===== src/design/dersig_pkg.sv =====
// ----------------------------------------------------------------------------
// dersig_pkg: shared types and constants for the DER signature unpacker
// Request and result payloads, the parser phase type, the status bundle
// passed from the parser to the result buffer, and the DER tag values.
// ----------------------------------------------------------------------------
package dersig_pkg;

  // DER tag values and fixed byte codes
  localparam logic [7:0] SEQ_TAG    = 8'h30;
  localparam logic [7:0] INT_TAG    = 8'h02;
  localparam logic [7:0] ZERO_BYTE  = 8'h00;
  localparam logic [7:0] ROOM_RESET = 8'd64;

  // Width of one result word and its index
  localparam int WORD_BITS  = 64;
  localparam int INDEX_BITS = 3;
  localparam int MAX_WORDS  = 8;

  // Parser phases
  typedef enum logic [2:0] {
    PH_SEQ_TAG  = 3'd0,
    PH_SEQ_LEN  = 3'd1,
    PH_INT_TAG  = 3'd2,
    PH_INT_LEN  = 3'd3,
    PH_INT_DATA = 3'd4,
    PH_DONE     = 3'd5
  } phase_t;

  // One request: a byte of the DER stream
  typedef struct packed {
    logic [7:0] data_byte;
    logic       is_final;
  } in_req_t;

  // One result: a word of R||S
  typedef struct packed {
    logic [WORD_BITS-1:0]  raw_word;
    logic [INDEX_BITS-1:0] word_index;
    logic                  ok;
    logic                  end_of_run;
  } out_res_t;

  // Parser status at the close of a message
  typedef struct packed {
    logic done;
    logic good;
  } msg_stat_t;

endpackage


===== src/design/dersig_parse.sv =====
// ----------------------------------------------------------------------------
// dersig_parse: byte-wise DER parser and R/S byte store
// Checks the SEQUENCE and INTEGER framing one byte per cycle with take high,
// strips one leading zero per integer, right-aligns each integer into its
// store half and, on the final byte, reports pass/fail and exposes the store.
// ----------------------------------------------------------------------------
module dersig_parse
  import dersig_pkg::*;
#(
  parameter int  COMPONENT_BYTES   = 32,
  parameter int  MIN_MESSAGE_BYTES = 68,
  localparam int STORE_BYTES       = 2 * COMPONENT_BYTES,
  localparam int OUT_BYTES         = (STORE_BYTES < MAX_WORDS * 8) ? STORE_BYTES
                                                                   : MAX_WORDS * 8
) (
  input  logic                   clk,
  input  logic                   rst_n,
  input  logic                   take,
  input  in_req_t                req,
  input  logic [7:0]             room,
  output msg_stat_t              stat,
  output logic [OUT_BYTES*8-1:0] snap
);

  localparam int SLOT_W = $clog2(STORE_BYTES + 1);
  localparam int LEFT_W = $clog2(COMPONENT_BYTES + 2);

  phase_t              phase_r, phase_nxt;
  logic [7:0]          seen_r, seen_nxt;
  logic [LEFT_W-1:0]   left_r, left_nxt;
  logic                first_r, first_nxt;
  logic [SLOT_W-1:0]   slot_r, slot_nxt;
  logic                failed_r, failed_nxt;
  logic                second_r, second_nxt;
  logic [OUT_BYTES-1:0] vld_r, vld_nxt;
  logic [7:0]          store_r [OUT_BYTES];

  logic [7:0]          b;
  logic [SLOT_W-1:0]   base;
  logic [SLOT_W-1:0]   slot_lead;
  logic [SLOT_W-1:0]   slot_zero;
  logic [SLOT_W-1:0]   slot_eff;
  logic [LEFT_W-1:0]   left_dec;
  logic                we;
  logic                good;

  assign b         = req.data_byte;
  assign base      = second_r ? SLOT_W'(COMPONENT_BYTES) : '0;
  assign left_dec  = left_r - LEFT_W'(1);
  assign slot_lead = base + SLOT_W'(COMPONENT_BYTES) - SLOT_W'(left_r);
  assign slot_zero = base + SLOT_W'(COMPONENT_BYTES) - SLOT_W'(left_dec);
  assign slot_eff  = first_r ? slot_lead : slot_r;

  // Hold parser state
  always_ff @(posedge clk) begin
    if (!rst_n) begin
      phase_r  <= PH_SEQ_TAG;
      seen_r   <= '0;
      left_r   <= '0;
      first_r  <= 1'b0;
      slot_r   <= '0;
      failed_r <= 1'b0;
      second_r <= 1'b0;
      vld_r    <= '0;
    end else begin
      phase_r  <= phase_nxt;
      seen_r   <= seen_nxt;
      left_r   <= left_nxt;
      first_r  <= first_nxt;
      slot_r   <= slot_nxt;
      failed_r <= failed_nxt;
      second_r <= second_nxt;
      vld_r    <= vld_nxt;
    end
  end

  // Advance the parser by one byte
  always_comb begin
    phase_nxt  = phase_r;
    seen_nxt   = seen_r;
    left_nxt   = left_r;
    first_nxt  = first_r;
    slot_nxt   = slot_r;
    failed_nxt = failed_r;
    second_nxt = second_r;
    we         = 1'b0;
    good       = 1'b0;
    if (take) begin
      seen_nxt = (seen_r == 8'hFF) ? seen_r : seen_r + 8'd1;
      if (!failed_r) begin
        unique case (phase_r)
          PH_SEQ_TAG: begin
            if (b != SEQ_TAG) failed_nxt = 1'b1;
            phase_nxt = PH_SEQ_LEN;
          end
          PH_SEQ_LEN: begin
            phase_nxt = PH_INT_TAG;
          end
          PH_INT_TAG: begin
            if (b != INT_TAG) failed_nxt = 1'b1;
            phase_nxt = PH_INT_LEN;
          end
          PH_INT_LEN: begin
            if (b == ZERO_BYTE || b > 8'(COMPONENT_BYTES + 1)) begin
              failed_nxt = 1'b1;
            end else begin
              left_nxt  = LEFT_W'(b);
              first_nxt = 1'b1;
              phase_nxt = PH_INT_DATA;
            end
          end
          PH_INT_DATA: begin
            first_nxt = 1'b0;
            if (first_r && b == ZERO_BYTE) begin
              // strip the leading zero; nothing left means failure
              if (left_dec == '0) begin
                failed_nxt = 1'b1;
              end else begin
                slot_nxt = slot_zero;
                left_nxt = left_dec;
              end
            end else if (first_r && left_r > LEFT_W'(COMPONENT_BYTES)) begin
              failed_nxt = 1'b1;
            end else begin
              we       = 1'b1;
              slot_nxt = slot_eff + SLOT_W'(1);
              left_nxt = left_dec;
              if (left_dec == '0) begin
                if (second_r) begin
                  phase_nxt = PH_DONE;
                end else begin
                  second_nxt = 1'b1;
                  phase_nxt  = PH_INT_TAG;
                end
              end
            end
          end
          PH_DONE: begin
          end
          default: begin
          end
        endcase
      end
      good = !failed_nxt && phase_nxt == PH_DONE &&
             seen_nxt >= 8'(MIN_MESSAGE_BYTES) && room >= 8'(STORE_BYTES);
      // Drop all message state after the final byte
      if (req.is_final) begin
        phase_nxt  = PH_SEQ_TAG;
        seen_nxt   = '0;
        left_nxt   = '0;
        first_nxt  = 1'b0;
        slot_nxt   = '0;
        failed_nxt = 1'b0;
        second_nxt = 1'b0;
      end
    end
  end

  // Mark written bytes; clear all marks at message end
  always_comb begin
    for (int i = 0; i < OUT_BYTES; i++) begin
      if (take && req.is_final) begin
        vld_nxt[i] = 1'b0;
      end else begin
        vld_nxt[i] = vld_r[i] | (we && slot_eff == SLOT_W'(i));
      end
    end
  end

  // Store the data byte
  always_ff @(posedge clk) begin
    for (int i = 0; i < OUT_BYTES; i++) begin
      if (we && slot_eff == SLOT_W'(i)) store_r[i] <= b;
    end
  end

  // Expose the store including this cycle's byte; unwritten bytes read zero
  always_comb begin
    for (int i = 0; i < OUT_BYTES; i++) begin
      if (we && slot_eff == SLOT_W'(i)) begin
        snap[8*i +: 8] = b;
      end else begin
        snap[8*i +: 8] = vld_r[i] ? store_r[i] : ZERO_BYTE;
      end
    end
  end

  assign stat.done = take && req.is_final;
  assign stat.good = good;

endmodule


===== src/design/der_ecdsa_signature_to_raw.sv =====
// ----------------------------------------------------------------------------
// der_ecdsa_signature_to_raw: DER ECDSA signature to raw R||S words
// Parses a DER signature one byte per request and, on the final byte,
// delivers the raw signature as big-endian 64-bit words or one failure word.
// ----------------------------------------------------------------------------
// Throughput: one byte request per cycle; a final byte waits only while the
//   previous message still has results beyond the one leaving this cycle.
// Output: the first result shows in the cycle after the final byte is taken;
//   the words then leave one per cycle unless stalled (up to eight, or one on failure).
// Reset: synchronous, active low; clears parser state, byte marks and the output
//   buffer busy flag and sets room_r to 64. No clearing pass is needed.
// ----------------------------------------------------------------------------
module der_ecdsa_signature_to_raw
  import dersig_pkg::*;
#(
  parameter int COMPONENT_BYTES   = 32,
  parameter int MIN_MESSAGE_BYTES = 68
) (
  input  logic       clk,
  input  logic       rst_n,
  input  logic       in_valid,
  output logic       in_stall,
  input  in_req_t    in_data,
  output logic       out_valid,
  input  logic       out_stall,
  output out_res_t   out_data,
  input  logic       cfg_wr_en,
  input  logic [7:0] cfg_wr_data
);

  localparam int STORE_BYTES = 2 * COMPONENT_BYTES;
  localparam int OUT_BYTES   = (STORE_BYTES < MAX_WORDS * 8) ? STORE_BYTES : MAX_WORDS * 8;
  localparam int OUT_WORDS   = (OUT_BYTES + 7) / 8;
  localparam int BUF_BITS    = OUT_WORDS * WORD_BITS;

  logic [7:0]             room_r;
  logic                   busy_r;
  logic                   ok_r;
  logic [INDEX_BITS-1:0]  idx_r;
  logic [INDEX_BITS-1:0]  last_idx_r;
  logic [BUF_BITS-1:0]    buf_r;
  logic [BUF_BITS-1:0]    buf_load;

  logic                   take;
  logic                   out_take;
  logic                   last_go;
  logic                   buf_free;
  msg_stat_t              stat;
  logic [OUT_BYTES*8-1:0] snap;

  // Configuration register
  always_ff @(posedge clk) begin
    if (!rst_n) begin
      room_r <= ROOM_RESET;
    end else if (cfg_wr_en) begin
      room_r <= cfg_wr_data;
    end
  end

  // Request handshake: only a final byte waits for the result buffer
  assign out_take = busy_r && !out_stall;
  assign last_go  = out_take && idx_r == last_idx_r;
  assign buf_free = !busy_r || last_go;
  assign in_stall = in_valid && in_data.is_final && !buf_free;
  assign take     = in_valid && !in_stall;

  dersig_parse #(
    .COMPONENT_BYTES  (COMPONENT_BYTES),
    .MIN_MESSAGE_BYTES(MIN_MESSAGE_BYTES)
  ) u_parse (
    .clk  (clk),
    .rst_n(rst_n),
    .take (take),
    .req  (in_data),
    .room (room_r),
    .stat (stat),
    .snap (snap)
  );

  // Lay out the store with byte zero at the top; pad low bytes with zero
  always_comb begin
    buf_load = '0;
    for (int i = 0; i < OUT_BYTES; i++) begin
      buf_load[BUF_BITS-1-8*i -: 8] = stat.good ? snap[8*i +: 8] : ZERO_BYTE;
    end
  end

  // Result buffer control
  always_ff @(posedge clk) begin
    if (!rst_n) begin
      busy_r <= 1'b0;
    end else if (stat.done) begin
      busy_r <= 1'b1;
    end else if (last_go) begin
      busy_r <= 1'b0;
    end
  end

  // Load a finished message, shift one word out per result taken
  always_ff @(posedge clk) begin
    if (stat.done) begin
      buf_r      <= buf_load;
      ok_r       <= stat.good;
      idx_r      <= '0;
      last_idx_r <= stat.good ? INDEX_BITS'(OUT_WORDS - 1) : '0;
    end else if (out_take) begin
      buf_r <= buf_r << WORD_BITS;
      idx_r <= idx_r + INDEX_BITS'(1);
    end
  end

  assign out_valid           = busy_r;
  assign out_data.raw_word   = buf_r[BUF_BITS-1 -: WORD_BITS];
  assign out_data.word_index = idx_r;
  assign out_data.ok         = ok_r;
  assign out_data.end_of_run = idx_r == last_idx_r;

  // A taken final byte always yields a result next cycle
  assert property (@(posedge clk) disable iff (!rst_n)
    take && in_data.is_final |=> out_valid)
    else $error("final byte did not produce a result");

  // A failure is one zero word that closes the run
  assert property (@(posedge clk) disable iff (!rst_n)
    out_valid && !out_data.ok |->
      out_data.end_of_run && out_data.raw_word == '0 && out_data.word_index == '0)
    else $error("malformed failure result");

  // Word index never passes the last word of the run
  assert property (@(posedge clk) disable iff (!rst_n)
    busy_r |-> idx_r <= last_idx_r)
    else $error("word index overran the run");

  // Taking the last word without a new load empties the buffer
  assert property (@(posedge clk) disable iff (!rst_n)
    last_go && !stat.done |=> !out_valid)
    else $error("result repeated after end of run");

endmodule

===== config.mk =====
export PLATFORM = sky130hd
export DESIGN_NAME = der_ecdsa_signature_to_raw
export DESIGN_NICKNAME = d
export VERILOG_FILES = /design/src/design/dersig_pkg.sv /design/src/design/dersig_parse.sv /design/src/design/der_ecdsa_signature_to_raw.sv
export SDC_FILE = /design/constraint.sdc
export NUM_CORES = 2
export LEC_CHECK = 0
export ABC_AREA = 1
export BUFFER_PORTS_ARGS = -buffer_cell sky130_fd_sc_hd__buf_2
export CORE_UTILIZATION = 25
export CTS_CLUSTER_SIZE = 10
export DETAILED_ROUTE_END_ITERATION = 12
export MAX_ROUTING_LAYER = met4
export PLACE_DENSITY = 0.39
export SYNTH_ARGS = -nofsm -noshare
export SYNTH_HDL_FRONTEND = slang
export SYNTH_HIERARCHICAL = 1
export SYNTH_SLANG_ARGS = --single-unit

===== constraint.sdc =====
create_clock -name clk -period 17.95 [get_ports clk]
set_input_delay 1.795 -clock clk [delete_from_list [all_inputs] [get_ports clk]]
set_output_delay 1.795 -clock clk [all_outputs]
set_load 0.005 [all_outputs]

=== Yosys cells after proc, flatten, opt, wreduce, memory -nomap -nowiden ===
Memories as Yosys holds them, arrays and structs flattened.
Cells that the tools add are included.

* Memories kept: 1
* Bits in writable memories: 512
* Input bits: 22
* Bits in registers: 619
* Logic and storage cells: 896
* Output and inout port bits: 71

{| class="wikitable"
|+ Memory list
! name !! words !! width !! rd ports !! clocked after memory_dff !! write ports !! RTL line !! RTL
|-
| u_parse.store_r || 64 || 8 || 64 || 0 || 1 || dersig_parse.sv:36 || <nowiki>logic [7:0] store_r [OUT_BYTES];</nowiki>
|}

* Add/sub/neg operators: 7
* Bitwise operators: 65
* Reduce and logical (&&, ||, !) cells: 159
* Magnitude comparators: 4
* Equality and inequality tests: 80
* Multiplexer cells: 566

{| class="wikitable"
|+ Operators with widths
! operator !! number
|-
| 8-bit 2-to-1 mux || 257
|-
| 512-bit 2-to-1 mux || 2
|-
| 8-bit OR reduction || 63
|-
| 6-bit 2-to-1 mux || 70
|-
| 7-bit by 6-bit equality test with 1-bit output (second input constant) || 32
|-
| 1-bit 2-to-1 mux || 217
|-
| 7-bit by 5-bit equality test with 1-bit output (second input constant) || 16
|-
| 1-bit logical AND || 75
|-
| 1-bit OR || 64
|-
| 7-bit by 4-bit equality test with 1-bit output (second input constant) || 8
|-
| 7-bit 2-to-1 mux || 7
|-
| 7-bit by 3-bit equality test with 1-bit output (second input constant) || 4
|-
| 3-bit 2-to-1 mux || 9
|-
| 8-bit by 7-bit greater-or-equal comparator with 1-bit output (second input constant) || 2
|-
| 3-bit case mux with 5 select lines || 1
|-
| 7-bit by 2-bit equality test with 1-bit output (second input constant) || 2
|-
| 7-bit by 6-bit subtractor with 7-bit output || 2
|-
| 6-bit case mux with 2 select lines || 1
|-
| 6-bit AND reduction || 2
|-
| 8-bit by 1-bit adder with 8-bit output (second input constant) || 1
|-
| 8-bit equality test (second input constant) || 1
|-
| 8-bit by 6-bit > comparator with 1-bit output (second input constant) || 1
|-
| 8-bit logical NOT || 1
|-
| 8-bit by 2-bit inequality test with 1-bit output (second input constant) || 1
|-
| other kinds (29) || 42
|}

=== Depth between registers and ports, before layout ===
* Word-level depth: 76
* Gate-level depth with buffers: 21
* Depth with buffers taken out: 17

=== Cells and area by module ===
Netlist, hierarchy kept.

{| class="wikitable"
|+ By module, submodules not included
! module !! instances !! seq. area each (um2) !! cells each !! area an instance (um2)
|-
| dersig_parse || 1 || 17196.5 || 2460 || 26879.5
|-
| der_ecdsa_signature_to_raw || 1 || 15645.0 || 2275 || 23376.2
|}

=== Worst setup path before layout ===
Ideal clock, no wire load.

* Path kind: input port to flip-flop
* Start: input out_stall
* End: register buf_r[0] (enable)
* Arrival time: 11.097 ns
* Path buffers: 3
* Setup slack: 3.157 ns
* Library setup time: 3.696 ns
* Data required time: 14.254 ns
* Stages: 12
* Cell sequence: nor2_1 -> nand3_1 -> nand3_1 -> nand2_1 -> inv_1 -> nand2_1 -> inv_1 -> buf_4 -> inv_2 -> buf_6 -> buf_2 -> nand2_1

{| class="wikitable"
|+ RTL lines
! item !! RTL line !! RTL
|-
| start: declaration || der_ecdsa_signature_to_raw.sv:25 || <nowiki>input logic out_stall,</nowiki>
|-
| end signal: assignment || der_ecdsa_signature_to_raw.sv:102 || <nowiki>buf_r <= buf_load;</nowiki>
|-
| end signal: assignment || der_ecdsa_signature_to_raw.sv:107 || <nowiki>buf_r <= buf_r << WORD_BITS;</nowiki>
|-
| end: declaration || der_ecdsa_signature_to_raw.sv:41 || <nowiki>logic [BUF_BITS-1:0] buf_r;</nowiki>
|}

==> flow_summary_export.csv <==
group,metric,value,unit
status,status,"finished, final reports clean",
pwr,p_seq_share,51.6,%
cts,numCtsBuffers,134,
sta,setup_violations,0,
detailed_routing,drtIter0Drc,2263,
sta,slew_headroom,28.2,%
floorplanning,die_w,449,µm
cts,cts_tree,"done",
global_routing,grtUsageTotal,14.2,%
worst_setup_path,path_class,"in2reg",
detailed_routing,drt_pass1_iterations,5,
floorplanning,rows,163,
floorplanning,core_area,0.198,mm²
floorplanning,dieArea,0.202,mm²
pwr,ir_worst_vdd,96.7,µV
cts,path_clk_slew,0.06,ns
placed_design,dpl_cell_area,0.0518,mm²
cts,cts_root_buffer,"clkbuf_16",
pwr,swShare,23.1,%
flow_run,drv_cap,0,
worst_setup_path,r2r_start,"out_valid",
worst_setup_path,max_stage_delay,0.94,ns
cts,clk_path_buf_depth,3,
global_routing,grt_pass1_vias,31900,
sta,hold_viol_final,0,
cts,holdBufCountCts,0,
floorplanning,die-height,449,µm
placed_design,io_buffers,86,
global_routing,grt_pass1_wl,211000,µm
pwr,p_clk_share,42.6,%
sta,drv_slew,0,
final_layout,drive_above_1_share,9.66,%
global_routing,antenna_found_initial,2,
yosys,syn_inst,4711,
worst_setup_path,critPathTopFamily,"buffers and inverters",
sta,period_share,35.3,%
worst_setup_path,cp-startpoint,"out_stall",
min_path,worstHoldStart,"room_r[6]",
sta,layout_min_cycle_time,6.33,ns
min_path,worst_hold_path_type,"reg2reg",
worst_setup_path,path_cells,"buf_2 > nor2_1 > nand3_1 > nand3_1 > nand2_1 > inv_1 > nand2_1 > inv_8 > inv_8 > nand2_4 > buf_12 > buf_4 > buf_4",
placed_design,finalWeightedCongestion,0.749,
detailed_routing,drc_errors,0,
global_routing,grt_overflow_total,0,
pwr,switchingPower,1.34,mW
yosys,syn_avg_cell_area,10.6,µm²
cts,cts_resized,0,
worst_setup_path,crit_slowest_cell,"buf_4",
cts,post-cts-setup-buffers,0,
sta,timing.fmax,0.158,GHz
worst_setup_path,cp.arrival,6.69,ns
floorplanning,ios,93,
final_layout,finalNetCount,4586,
pwr,p_int,4.45,mW
detailed_routing,wl,141000,µm
detailed_routing,num_vias,32600,
pwr,cellLeakagePower,20.1,nW
yosys,syn_area,0.0501,mm²
placed_design,dp_hpwl,73400,µm
detailed_routing,detail-route-antenna-nets,0,
floorplanning,start_util,25.3,%
worst_setup_path,cp-end-kind,"flip-flop",
sta,tns,0,ns
pwr,pwr-share-comb,5.8,%
worst_setup_path,critPathLaunchType,"input pin",
worst_setup_path,cp_num_buf_inv,7,
final_layout,stdcell_area,0.0556,mm²
cts,clock_latency,0.76,ns
yosys,yosys_warnings,6,
worst_setup_path,crit_fanout,116,
cts,cts_sinks,1122,
global_routing,grt_max_degree,162,
sta,skew,0.0206,ns
cts,htreeDepth,4,
pwr,power_density,104,mW/mm²
detailed_routing,wl_per_cell,19.3,µm
final_layout,fillers,20500,
final_layout,area_delta_synth_final,11.2,%
worst_setup_path,worstPathRequired,18.31,ns
sta,rsz0062_at_grt,"false",
yosys,synth_nets,4744,
sta,worstMarginPinSlew,1.08,ns
detailed_routing,via_per_inst,4.48,
-- layout make-up --
cell class,count,area [µm²],area share (%)
sequential,1122,32700,58.8
multi-input combinational,2959,14200,25.4
clock buffer,211,3760,6.75
tap,2640,3300,5.94
timing repair buffer,128,828,1.49
inverter,208,818,1.47
clock inverter,8,55.1,0.0989
antenna,1,2.50,0.00450
-- worst min-delay path, cell delays in order, from the launching register on --
cell	delay, ns
dfxtp_1	0.32
nand2_1	0.05
nand3_1	0.05
-- worst paths after layout --
path                 to  slack (ns)  cells past startpoint
max          buf_r[164]       11.62                     13
min           room_r[6]        0.46                      2
max reg2reg  buf_r[164]       12.35                     13
min reg2reg   room_r[6]        0.46                      2
-- per-stage QoR --
step	power (mW)	cells	util (%)	hold WS (ns)	worst slack (ns)
2_1_floorplan	3.29	4711	-	0.424	3.16
3_3_place_gp	3.39	7057	26.2	0.444	10.67
3_5_place_dp	3.39	7057	26.2	0.452	10.64
4_1_cts	5.89	7276	28.1	0.467	11.47
5_1_grt	6.00	7277	28.1	0.482	11.11
6_report	5.79	7277	28.1	0.460	11.62
-- power by group through the flow --
stage / registers (mW) / clock network [mW] / logic [mW]
floorplan: 3.08 / 0 / 0.204
global placement: 3.04 / 0 / 0.348
detailed placement: 3.04 / 0 / 0.347
CTS: 2.99 / 2.56 / 0.348
global route: 3.00 / 2.64 / 0.374
finish: 2.99 / 2.46 / 0.336
-- registers in the layout, summed over array words and instances (netlist names), 2 cells and up --
register and cells:
u_parse/left_r 6, room_r 2, buf_r 512, u_parse/vld_r 64, idx_r 3, u_parse/phase_r 3
u_parse/store_r 512, u_parse/slot_r 7, u_parse/seen_r 8
-- cells in the final DEF, fill, tap and decap left out, types with 78 or more instances in the layout --
| cell type | n |
|---|---|
| o21ai_1 | 394 |
| dfxtp_1 | 97 |
| inv_1 | 193 |
| nor2_1 | 240 |
| clkbuf_16 | 138 |
| buf_2 | 78 |
| nand3_1 | 993 |
| o21ai_0 | 90 |
| nand2_1 | 994 |
| edfxtp_1 | 1025 |
-- layer usage --
layer / part of all wire (%) / vias to the layer above / GRT usage, %
li1: - / 16100 / -
met1: 50 / 15800 / 19.7
met2: 44 / 565 / 21.5
met3: 3.5 / 191 / 1.85
met4: 2.3 / 0 / 4.14
met5: 0 / - / -
Power figures use the tool's default switching activity.
